$ cat config.mk
export PLATFORM = sky130hd
export DESIGN_NAME = cbdq_ctrl
export DESIGN_NICKNAME = d
export VERILOG_FILES = /design/src/design/cbdq_pkg.sv /design/src/design/cbdq_ctrl.sv
export SDC_FILE = /design/constraint.sdc
export NUM_CORES = 1
export LEC_CHECK = 0
export ABC_AREA = 1
export BUFFER_PORTS_ARGS = -buffer_cell sky130_fd_sc_hd__buf_2
export CORE_AREA = 2 2 39 41
export DETAILED_ROUTE_END_ITERATION = 12
export DIE_AREA = 0 0 41 43
export GPL_ROUTABILITY_DRIVEN = 0
export SYNTH_ARGS = -nofsm -noshare
export SYNTH_HDL_FRONTEND = slang
export SYNTH_SLANG_ARGS = --single-unit
$ cat constraint.sdc
create_clock -name clock -period 1.4 [get_ports clock]
set_input_delay 0.07 -clock clock [delete_from_list [all_inputs] [get_ports clock]]
set_output_delay 0.07 -clock clock [all_outputs]
set_load 0.02 [all_outputs]
$ cat src/design/cbdq_pkg.sv
// Shared types and constants for the circular buffer deque.
package cbdq_pkg;

   localparam int DEPTH_DEFAULT      = 256;
   localparam int DATA_WIDTH_DEFAULT = 32;
   localparam int WORD_WIDTH         = 32;
   localparam int COUNT_WIDTH        = 9;
   localparam int CSR_ADDR_WIDTH     = 3;
   localparam int CSR_DATA_WIDTH     = 32;

   localparam logic [COUNT_WIDTH-1:0] CAPACITY_RESET = 9'd256;

   // register select is byte address bit 2
   localparam logic CSR_CAPACITY = 1'b0;

   typedef enum logic [2:0] {
      OP_PUSH_FRONT = 3'd0,
      OP_PUSH_BACK  = 3'd1,
      OP_POP_FRONT  = 3'd2,
      OP_POP_BACK   = 3'd3,
      OP_PEEK_FRONT = 3'd4,
      OP_PEEK_BACK  = 3'd5
   } op_type;

   typedef enum logic [1:0] {
      ST_OK    = 2'd0,
      ST_FULL  = 2'd1,
      ST_EMPTY = 2'd2
   } status_type;

   typedef struct packed {
      op_type                        op;
      logic signed [WORD_WIDTH-1:0]  push_value;
   } req_type;

   typedef struct packed {
      logic signed [WORD_WIDTH-1:0]  read_value;
      status_type                    status;
      logic [COUNT_WIDTH-1:0]        element_count;
   } rsp_type;

   // controller to datapath
   typedef struct packed {
      logic push;
      logic take;
      logic at_back;
      logic remove;
   } dp_cmd_type;

   // datapath to controller
   typedef struct packed {
      logic full;
      logic empty;
   } dp_stat_type;

endpackage

$ cat src/design/cbdq_ctrl.sv
// Request decode and reply sequencing for the circular buffer deque.
module cbdq_ctrl (
   input  logic                   clock,
   input  logic                   reset,
   input  logic                   start,
   input  cbdq_pkg::op_type       op,
   input  cbdq_pkg::dp_stat_type  dp_stat,
   output cbdq_pkg::dp_cmd_type   dp_cmd,
   output logic                   busy,
   output logic                   rsp_strobe,
   output cbdq_pkg::status_type   rsp_status
);
   import cbdq_pkg::*;

   typedef enum logic {
      S_IDLE,
      S_REPLY
   } state_type;

   state_type  state_ff, state_in;
   status_type status_ff, status_in;
   logic       accept;

   assign accept = start && (state_ff == S_IDLE);

   always_comb begin
      dp_cmd    = '0;
      status_in = ST_OK;
      state_in  = state_ff;
      case (state_ff)
         S_IDLE: begin
            if (accept) begin
               state_in = S_REPLY;
               case (op)
                  OP_PUSH_FRONT, OP_PUSH_BACK: begin
                     if (dp_stat.full) begin
                        status_in = ST_FULL;
                     end else begin
                        dp_cmd.push    = 1'b1;
                        dp_cmd.at_back = (op == OP_PUSH_BACK);
                     end
                  end
                  OP_POP_FRONT, OP_POP_BACK, OP_PEEK_FRONT, OP_PEEK_BACK: begin
                     if (dp_stat.empty) begin
                        status_in = ST_EMPTY;
                     end else begin
                        dp_cmd.take    = 1'b1;
                        dp_cmd.at_back = (op == OP_POP_BACK) || (op == OP_PEEK_BACK);
                        dp_cmd.remove  = (op == OP_POP_FRONT) || (op == OP_POP_BACK);
                     end
                  end
                  default: begin
                     // unknown codes answer ok and touch nothing
                     status_in = ST_OK;
                  end
               endcase
            end
         end
         S_REPLY: begin
            state_in = S_IDLE;
         end
         default: begin
            state_in = S_IDLE;
         end
      endcase
   end

   always_ff @(posedge clock) begin
      if (reset) begin
         state_ff  <= S_IDLE;
         status_ff <= ST_OK;
      end else begin
         state_ff <= state_in;
         if (accept) begin
            status_ff <= status_in;
         end
      end
   end

   assign busy       = (state_ff == S_REPLY);
   assign rsp_strobe = (state_ff == S_REPLY);
   assign rsp_status = status_ff;

endmodule

==> metrics.md, run 1 <==
| Metric | Value |
|---|---|
| Status | `finished clean` |
| Placed cells | `66` |
| Core area | `1380 um^2` |
| Post-Syn Area | `236 um^2` |
| Yosys cell types | `17` |
| Largest net degree at the start of global routing | `7` |
| Clk buf depth | `2` |
| Filler cells | `approximately 160` |
| Clk root buf | `clkbuf_4` |
| Insertion delay to the later sink of the worst-skew pair | `0.23 ns` |
| Max Cap Violations | `0` |
| Fin Setup TNS | `0 ns` |
| Hold Crit Class | `in2reg` |
| Post-CTS Setup Inserts | `0` |
| Pins over their slew limit | `0` |
| Design area | `350 um^2` |
| Initial antenna violation count | `0` |
| Clock sinks | `3` |
| Area grow syn2layout | `48.1%` |
| Hold Crit Depth | `2` |
| Worst EP arrival | `roughly 1.1 ns` |
| Share of cells above drive strength 1 | `38.9%` |
| Vias/cell | `between 3 and 4` |
| Syn Nets | `47` |
| CTS buffer count | `3` |
| Hold Path Sink | `rsp_status[1]` |
| Cells after synthesis | `36` |
| Max IR drop VDD | `0.000244 V` |
| DRT iter0 DRCs | `4` |
| Yosys warns | `0` |
| Max Clock Freq | `842 MHz` |
| Setup WS post-layout | `0.213 ns` |
| Die width | `41 um` |
| Num ports | `16` |
| Syn_area_per_cell | `~6.6 um^2` |
| DR WL/cell | `a little under 8 um` |
| Max Clock Skew | `0.00353 ns` |
| Internal power | `0.222 mW` |
| # H-tree levels | `1` |
| Gate power share | `21.7%` |
| CP startpoint kind | `register` |
| Sequential element share of the synthesized area | `25.4%` |
| RSZ-0062 raised after global routing | `false` |
| Cts repair resizes | `0` |
| Critical path class | `reg2out` |
| Worst Setup SP | `busy` |
| Tot GR Track Use | `7.11%` |
| Die ar. | `1760 um^2` |
| Drt total wl | `543 um` |
| Detail Route Antenna Nets | `0` |
| End of the worst register-to-register path | `rsp_status[0]` |
| Post-DP HPWL | `around 450 um` |
| Placed cell area | `324 um^2` |
| FF+latch count, synth | `3` |
| DIE HEIGHT | `43 um` |
| Vias in the first global route | `233` |
| Final period util | `84.8%` |
| Port bufs | `15` |
| Via count | `approximately 270` |
| Diodes inserted | `0` |
| FF-to-FF setup slack | `roughly 0.58 ns` |
| Measured slew at the worst slew-check pin | `0.166 ns` |
| HP Start | `reset` |
| Global route overflow | `0` |
| R2R cell count | `4` |
| Switch Pwr | `~0.085 mW` |
| CP Capture Type | `output port` |
| Fin. Hold Viols | `0` |
| Cell Rows | `14` |
| TritonCTS clock tree | `yes` |
| First drt pass iteration count | `4` |
| Reg power frac | `a little under a third` |
| Cell Pwr Density | `between 800 and 900 nW/um^2` |
| WP data required | `1.33 ns` |
| Slew margin rel. | `88.9%` |
| Clk pwr share | `48.3%` |
| Layout Nets | `66` |
| First-pass GRT wire length | `~850 um` |
| Final Critical Period | `1.19 ns` |
| R2r startpoint | `busy` |
| LEAKAGE | `0.206 nW` |
| Switch share | `about 28%` |
| CP max FO | `6` |
| Final cell count without fillers | `70` |
| Clk slew on worst S/H paths | `0.04 ns` |
| Starting density of the core | `17.1%` |
| Cts hold-fix bufs | `0` |
| Total power | `0.307 mW` |
| Pre-CTS WS | `0.283 ns` |
| Setup violators final | `0` |
| Drt drc | `0` |
cells in the mapped netlist, drive strengths merged:
cell type  instances  area, um^2
ha                 3        37.5
nand2              5        21.3
nand4              1        6.26
o21ai              2        10.0
a21oi              2        10.0
and3               1        6.26
a21boi             1        7.51
dfxtp              3        60.1
buf                1        7.51
inv                8        30.0
nand3              1        5.00
nor3               2        10.0
nor2               6        25.0
layer usage:
layer | part of all wire [%] | up-vias | wire (um) | track usage, %
li1 | - | 147 | - | -
met1 | 44 | 114 | 240 | 8.63
met2 | 46 | 10 | 249 | 9.38
met3 | 9.8 | 0 | 53 | 4.19
met4 | 0 | 0 | 0 | 4.00
met5 | 0 | - | 0 | 0
sequential cells by signal (all words and copies together) (netlist names):
name        count
busy            1
rsp_status      2
critical path: stages, from the launching register on:
cell and delay, ns:
dfxtp_1 0.33, inv_2 0.07, nand2_2 0.09, nor2_1 0.10
o21ai_1 0.07, nor2_1 0.07, buf_2 0.16
cell type report:
class / count / area, um^2 / area share [%]
Sequential cell: 3 / 60.1 / 17.1
Timing Repair Buffer: 15 / 75.1 / 21.4
Tap cell: 16 / 20.0 / 5.71
Multi-Input combinational cell: 24 / 139 / 39.6
Clock buffer: 4 / 26.3 / 7.50
Inverter: 8 / 30.0 / 8.57
power by group through the flow:
| stage | logic [mW] | registers [mW] | clock network, mW |
|---|---|---|---|
| final | 0.0666 | 0.0922 | 0.148 |
| after detailed placement | 0.0677 | 0.0935 | 0 |
| after floorplan | 0.0369 | 0.0978 | 0 |
| after global routing | 0.0759 | 0.0928 | 0.160 |
| after CTS | 0.0679 | 0.0922 | 0.154 |
| after global placement | 0.0662 | 0.0935 | 0 |
through the flow:
| stage | util (%) | hold WS, ns |
|---|---|---|
| after global placement | 23.4 | 0.261 |
| after detailed placement | 23.4 | 0.270 |
| final | 25.3 | 0.0294 |
| after global routing | 25.3 | 0.0216 |
| after CTS | 25.3 | 0.0227 |
| after floorplan | - | 0.139 |
cells by family after synthesis:
kind of cell               share of synthesized area [%]
AOI/OAI and AO/OA                                   11.6
buffers and inverters                               15.9
DFF                                                 25.4
and+or+nand+nor                                     31.2
adders and majority gates                           15.9
placed cells by master (no fill, tap or decap), types with 2 or more instances in the layout:
cell	instances
dfxtp_1	3
nor2_1	5
buf_2	15
clkbuf_4	3
inv_1	7
a21oi_1	2
ha_1	3
nand2_1	4
nor3_1	2
how the worst max path moves through the flow:
| stage | endpoint | slack [ns] |
|---|---|---|
| detailed placement | dp_cmd[0] | 0.28 |
| CTS | dp_cmd[1] | 0.18 |
| global placement | dp_cmd[0] | 0.31 |
| finish | dp_cmd[1] | 0.21 |
| global route | dp_cmd[1] | 0.09 |
| floorplan | dp_cmd[2] | 0.32 |
No activity file was read; power rests on OpenSTA's default activity.
==> inputs of run 2 (changes only) <==
--- a/config.mk
+++ b/config.mk
@@ -5,7 +5,7 @@
 export SDC_FILE = /design/constraint.sdc
 export NUM_CORES = 1
 export LEC_CHECK = 0
-export ABC_AREA = 1
+export ABC_AREA = 0
 export BUFFER_PORTS_ARGS = -buffer_cell sky130_fd_sc_hd__buf_2
 export CORE_AREA = 2 2 39 41
 export DETAILED_ROUTE_END_ITERATION = 12
==> constraint.sdc (replaced) <==
create_clock -name clock -period 1.1 [get_ports clock]
set_input_delay 0.055 -clock clock [delete_from_list [all_inputs] [get_ports clock]]
set_output_delay 0.055 -clock clock [all_outputs]
set_load 0.02 [all_outputs]
==> run 2 against run 1 <==
The flow now finishes with violations (setup timing). Count of clock-buffer cells in the layout unchanged. Via count shrank 0.74%. Sequential power grew 27%. Power up 41%. Global-route usage grew 0.80 points. Clock power is 32% higher. Combinational power increased by 80%. Synthesized area down 3.2%. Highest routed layer unchanged.
==> metrics.md, run 2 <==
| Metric | Value |
|---|---|
| Cell Rows | `14 (unchanged)` |
| Fin. Hold Viols | `0 (unchanged)` |
| Core area | `1380 um^2 (unchanged)` |
| Clock sinks | `3 (unchanged)` |
| Final core utilization | `33.2% (+7.9 points)` |
| Via count | `269 (-0.74%)` |
| Ranking of synthesized cells by area | `dfxtp_1, ha_1, nor4b_2` |
| Most frequent cells in the layout | `buf_2, buf_4, clkbuf_4, inv_1, ha_1` |
| Sequential element share of the synthesized area | `26.2% (+0.83 points)` |
| Initial antenna violation count | `0 (unchanged)` |
| EDFF count, synth | `0 (unchanged)` |
| Top cells by count, synth | `dfxtp_1, ha_1, inv_1` |
| Met2 Resource Use GR | `12.2% (+2.8 points)` |
| Layout Nets | `65 (-1.5%)` |
| Top_reg_cell synth | `dfxtp_1` |
| First-pass GRT wire length | `917 um (+8.1%)` |
| Clk buf depth | `2 (unchanged)` |
| Measured slew at the worst slew-check pin | `0.266 ns (+0.101 ns)` |
| Status | `finished, violations left` |
| Max Cap Violations | `0 (unchanged)` |
| Syn_area_per_cell | `8.81 um^2 (+34%)` |
| FF+latch count, synth | `3 (unchanged)` |
| Yosys warns | `0 (unchanged)` |
| Starting density of the core | `16.5% (-0.54 points)` |
| Worst EP arrival | `1.12 ns (about the same)` |
| Max reg flops | `2 (unchanged)` |
| Insertion delay to the later sink of the worst-skew pair | `0.23 ns (about the same)` |
| Busiest grt layer | `met2` |
| Critical path class | `reg2out` |
| Placed cells | `63 (-4.5%)` |
| Pre-CTS WS | `-0.0313 ns (-0.315 ns)` |
| Share of cells above drive strength 1 | `64.2% (+25 points)` |
| Placed cell area | `387 um^2 (+19%)` |
| Diodes inserted | `0 (unchanged)` |
| Post-DP HPWL | `459 um (+1.1%)` |
| Global-route met3 utilization | `1.57% (-2.6 points)` |
| Drt drc | `0 (unchanged)` |
| Drt total wl | `589 um (+8.5%)` |
| Vias/cell | `3.90 (+0.70%)` |
| Yosys cell types | `17 (unchanged)` |
| Cell Pwr Density | `941 nW/um^2 (+7.4%)` |
| Global route overflow | `0 (unchanged)` |
| CTS buffer count | `3 (unchanged)` |
| Max Clock Freq | `851 MHz` |
| Post-Syn Area | `229 um^2 (-3.2%)` |
| DRT iter0 DRCs | `3 (-1)` |
| Final Critical Period | `about 1.2 ns` |
| R2R cell count | `4 (unchanged)` |
| Share of flip-flops with an asynchronous set or reset | `0% (unchanged)` |
| Port bufs | `15 (unchanged)` |
| Failing checks | `setup timing` |
| Met1 usage in global routing | `7.99% (-0.64 points)` |
| Clk slew on worst S/H paths | `0.04 ns (about the same)` |
| DR WL/cell | `8.54 um (+10%)` |
| Final cell count without fillers | `69 (-1.4%)` |
| Setup WS post-layout | `-0.0748 ns (-0.288 ns)` |
| Die width | `41 um (unchanged)` |
| Die ar. | `1760 um^2 (unchanged)` |
| Hold Crit Depth | `3 (+1)` |
| DIE HEIGHT | `43 um (unchanged)` |
| Cells after synthesis | `26 (-28%)` |
| CP startpoint kind | `register` |
| CP max FO | `3 (-3)` |
| CP Cell Sequence | `nand2b_4, nor4b_4, buf_4` |
| Detail Route Antenna Nets | `0 (unchanged)` |
| Syn Nets | `37 (-21%)` |
| Clk root buf | `clkbuf_4` |
| Setup violators final | `2 (+2)` |
| Pins over their slew limit | `0 (unchanged)` |
| First drt pass iteration count | `2 (-2)` |
| TritonCTS clock tree | `yes` |
| Num ports | `16 (unchanged)` |
| Total power | `0.432 mW (+41%)` |
| Largest net degree at the start of global routing | `5 (-2)` |
| Vias in the first global route | `267 (+15%)` |
| Max IR drop VDD | `0.000366 V (+50%)` |
| Final period util | `107%` |
| # H-tree levels | `1 (unchanged)` |
| Post-synth top area share | `26.2% (+0.83 points)` |
| Crit-path max cell delay | `0.32 ns (about the same)` |
| Slew margin rel. | `82.2% (-6.7 points)` |
| LEAKAGE | `0.234 nW (+14%)` |
| Tot GR Track Use | `7.92% (+0.80 points)` |
| Hold Crit Class | `in2reg` |
| Slowest CP cell | `dfxtp_2` |
| Post-synth top area cell | `dfxtp_1` |
| Area grow syn2layout | `101%` |
| Max Clock Skew | `0.00529 ns (+0.00175 ns)` |
| CP Capture Type | `output port` |
| Commonest non-fill, non-tap cell in the layout | `buf_2` |
| RSZ-0062 raised after global routing | `true` |
| Design area | `459 um^2 (+31%)` |
| WP data required | `1.04 ns (-0.29 ns)` |
==> run 2: cell count changes after synthesis, sizes merged, moves of 2 or more <==
cell   delta
nand2     -3
nor4b     +2
o21ai     -2
inv       -5
nor3      -2
nor2      -5
==> run 2: power breakdown <==
part | switching, mW | total [mW] | internal (mW)
sequential | 0.00276 | 0.117 | 0.114
clock | 0.0587 | 0.195 | 0.136
combinational | 0.0563 | 0.120 | 0.0638
==> run 2: metrics by stage <==
stage	TNS, ns	hold WS (ns)
CTS	-0.149	0.116
floorplan	0	0.120
global route	-0.296	0.144
finish	-0.127	0.123
detailed placement	-0.0415	0.240
global placement	-0.0290	0.237
==> run 2: metal layers <==
layer  up-vias  routed length [um]
met5         -                   0
met4         0                   0
met3         0                  34
met2         7                 346
met1       119                 208
li1        143                   -
==> run 2: logic make-up after synthesis <==
| kind of cell | Yosys count | share of synthesized area (%) |
|---|---|---|
| buffers and inverters | 4 | 8.20 |
| xor gates and xnor gates | 1 | 3.83 |
| adders and majority gates | 3 | 16.4 |
| AOI/OAI and AO/OA | 3 | 7.11 |
| DFF | 3 | 26.2 |
| and+or+nand+nor | 12 | 38.3 |
==> run 2: cell type report <==
cell class | instances | area, um^2
multi-input combinational | 19 | 181
sequential | 3 | 61.3
tap | 16 | 20.0
fill | 158 | 925
inverter | 3 | 11.3
clock buffer | 4 | 26.3
timing repair buffer | 24 | 159
==> run 2: path summary, 6_finish.rpt <==
check                     start            end  slack [ns]
setup / recovery           busy      dp_cmd[1]       -0.07
hold reg to reg   rsp_status[0]  rsp_status[0]        0.45
hold / removal       dp_stat[0]  rsp_status[1]        0.12
setup reg to reg           busy  rsp_status[1]        0.24
==> run 2: what timing repair did <==
item | 4_1_cts | 5_1_grt
endpoints found under the hold margin | 3 | 0
pin swaps | 2 | 1
gates resized for setup | 9 | 1
endpoints found under the setup margin | 4 | 4
hold buffers | 1 | 0
buffers inserted | 1 | 0
==> run 2: worst max-delay path, delay by kind of cell, from the launching register on <==
kind          cells  cell delay [ns]
buf+inv           1             0.17
flops             1             0.32
simple gates      2             0.40
==> inputs of run 3 (changes only) <==
--- a/config.mk
+++ b/config.mk
@@ -6,11 +6,13 @@
 export NUM_CORES = 1
 export LEC_CHECK = 0
 export ABC_AREA = 0
-export BUFFER_PORTS_ARGS = -buffer_cell sky130_fd_sc_hd__buf_2
+export BUFFER_PORTS_ARGS = -buffer_cell sky130_fd_sc_hd__buf_4
 export CORE_AREA = 2 2 39 41
 export DETAILED_ROUTE_END_ITERATION = 12
 export DIE_AREA = 0 0 41 43
 export GPL_ROUTABILITY_DRIVEN = 0
+export RECOVER_POWER = 25
+export SETUP_SLACK_MARGIN = 0.02
 export SYNTH_ARGS = -nofsm -noshare
 export SYNTH_HDL_FRONTEND = slang
 export SYNTH_SLANG_ARGS = --single-unit
==> run 3 against run 2 <==
The flow still finishes with violations (setup timing). Core utilization is 1.7 points higher. Setup slack worse by 0.0031 ns. Cell count did not move. Via count decreased by 0.37%. Critical path type unchanged. Combinational power is 10% higher. First-iteration DRC count is 33% lower. Die area stayed put. Power increased by 2.5%. Highest routed layer unchanged. Non-clock buffer count unchanged. Fmax down 0.26%. Clock skew down 0.0026 ns. Sequential share of layout area shrank 0.66 points. Critical endpoint unchanged.
==> metrics.md, run 3 (synthesis gave the netlist of run 2 again) <==
| Metric | Value |
|---|---|
| Max Clock Skew | `0.00264 ns (-0.00265 ns)` |
| CP startpoint kind | `register` |
| Cell Rows | `14 (unchanged)` |
| Slew margin rel. | `81.6% (-0.55 points)` |
| Drt total wl | `586 um (-0.51%)` |
| Final period util | `107% (+0.28 points)` |
| LEAKAGE | `0.233 nW (-0.32%)` |
| Insertion delay to the later sink of the worst-skew pair | `0.23 ns (about the same)` |
| Total power | `0.443 mW (+2.5%)` |
| Die width | `41 um (unchanged)` |
| Hold_ws | `0.128 ns (+0.00477 ns)` |
| Measured slew at the worst slew-check pin | `0.275 ns (+0.00825 ns)` |
| Setup violators final | `2 (unchanged)` |
| Hold Path Sink | `rsp_status[0]` |
| Worst EP arrival | `1.12 ns (about the same)` |
| Area grow syn2layout | `111%` |
| Starting density of the core | `16.5% (unchanged)` |
| Port bufs | `15 (unchanged)` |
| TritonCTS clock tree | `yes` |
| Vias in the first global route | `259 (-3.0%)` |
| Setup WS post-layout | `-0.0778 ns (-0.00308 ns)` |
| R2r startpoint | `busy` |
| Pins over their slew limit | `0 (unchanged)` |
| DIE HEIGHT | `43 um (unchanged)` |
| Clk slew on worst S/H paths | `0.04 ns (about the same)` |
| Diodes inserted | `0 (unchanged)` |
| Tot GR Track Use | `7.81% (-0.11 points)` |
| R2R cell count | `5 (+1)` |
| Max IR drop VDD | `0.000473 V (+29%)` |
| Final Critical Period | `1.18 ns (+0.00308 ns)` |
| Largest net degree at the start of global routing | `5 (unchanged)` |
| CP max FO | `3 (unchanged)` |
| End of the worst register-to-register path | `rsp_status[1]` |
| Max Cap Violations | `0 (unchanged)` |
| WP data required | `1.04 ns (about the same)` |
| Hold Crit Class | `in2reg` |
| RSZ-0062 raised after global routing | `true` |
| Layout Nets | `65 (unchanged)` |
| Core area | `1380 um^2 (unchanged)` |
| First drt pass iteration count | `2 (unchanged)` |
| Vias/cell | `3.88 (-0.37%)` |
| Num ports | `16 (unchanged)` |
| DR WL/cell | `8.49 um (-0.51%)` |
| Global route overflow | `0 (unchanged)` |
| CP Capture Type | `output port` |
| First-pass GRT wire length | `890 um (-2.9%)` |
| Most frequent cells in the layout | `buf_4, inv_1, ha_1, clkbuf_4, clkbuf_1` |
| Post-DP HPWL | `466 um (+1.6%)` |
| Max reg flops | `2 (unchanged)` |
| Hold Crit Depth | `3 (unchanged)` |
| Critical path class | `reg2out` |
| Max Clock Freq | `849 MHz (-0.26%)` |
| Commonest non-fill, non-tap cell in the layout | `buf_4` |
| Initial antenna violation count | `0 (unchanged)` |
| Cell Pwr Density | `917 nW/um^2 (-2.5%)` |
| Fin. Hold Viols | `0 (unchanged)` |
| Via count | `268 (-0.37%)` |
| Clk root buf | `clkbuf_4` |
| FF-to-FF setup slack | `0.14 ns (-0.10 ns)` |
| CTS buffer count | `3 (unchanged)` |
| Detail Route Antenna Nets | `0 (unchanged)` |
| Clock sinks | `3 (unchanged)` |
| Failing checks | `setup timing` |
| # H-tree levels | `1 (unchanged)` |
| HP Start | `dp_stat[1]` |
| Status | `finished, violations left` |
| Share of cells above drive strength 1 | `60.4% (-3.8 points)` |
| Final core utilization | `34.9% (+1.7 points)` |
| Drt drc | `0 (unchanged)` |
| Die ar. | `1760 um^2 (unchanged)` |
| Clk buf depth | `2 (unchanged)` |
| DRT iter0 DRCs | `2 (-1)` |
[run 3: cell count changes in the layout (fill, tap and decap cells not counted)]
| cell | change |
|---|---|
| clkbuf_4 | -1 |
| buf_6 | +1 |
| buf_2 | -11 |
| buf_4 | +9 |
| clkbuf_1 | +2 |
[run 3: area by class of cell]
type / count / area, um^2
well taps: 16 / 20.0
fillers: 162 / 901
repair buffers: 24 / 183
inverters: 3 / 11.3
multi-input cells: 19 / 181
clock buffers: 4 / 26.3
flip-flops and latches: 3 / 61.3
[run 3: how the worst max path moves through the flow]
stage | from | endpoint | cells past startpoint
after floorplan | busy | dp_cmd[1] | 2
final | busy | dp_cmd[1] | 3
after global placement | op[2] | dp_cmd[1] | 7
after CTS | busy | dp_cmd[1] | 3
after global routing | busy | dp_cmd[1] | 3
after detailed placement | op[2] | dp_cmd[1] | 7
[run 3: worst max-delay path, cell delays in order, from the launching register on]
cell,delay [ns]
dfxtp_2,0.32
nand2b_4,0.16
nor4b_4,0.24
buf_4,0.17
[run 3: what timing repair did]
item	CTS	global route
resized for setup	5	1
hold buffers	1	0
endpoints found under the hold margin	3	0
setup buffers	1	1
pin swaps	3	0
setup endpoints to repair	4	4
[run 3: power breakdown]
group / switching [mW] / internal (mW) / total (mW)
clock network: 0.0579 / 0.136 / 0.194
logic: 0.0574 / 0.0745 / 0.132
registers: 0.00282 / 0.114 / 0.117
[run 3: metrics by stage]
| step | setup slack [ns] | cells | cell area (um^2) | setup TNS (ns) |
|---|---|---|---|---|
| final | -0.0778 | 69 | 483 | -0.137 |
| after global routing | -0.134 | 69 | 483 | -0.335 |
| after CTS | -0.0924 | 68 | 479 | -0.175 |
| after detailed placement | -0.0251 | 62 | 419 | -0.0251 |
| after global placement | 0.00169 | 62 | 419 | 0 |
| after floorplan | 0.0503 | 26 | 249 | 0 |
[run 3: layer usage]
| metal | vias to the layer above | wire length [um] | GRT usage [%] |
|---|---|---|---|
| met1 | 117 | 235 | 7.96 |
| li1 | 142 | - | - |
| met5 | - | 0 | 0 |
| met3 | 0 | 46 | 1.57 |
| met4 | 0 | 0 | 8.00 |
| met2 | 9 | 305 | 11.9 |
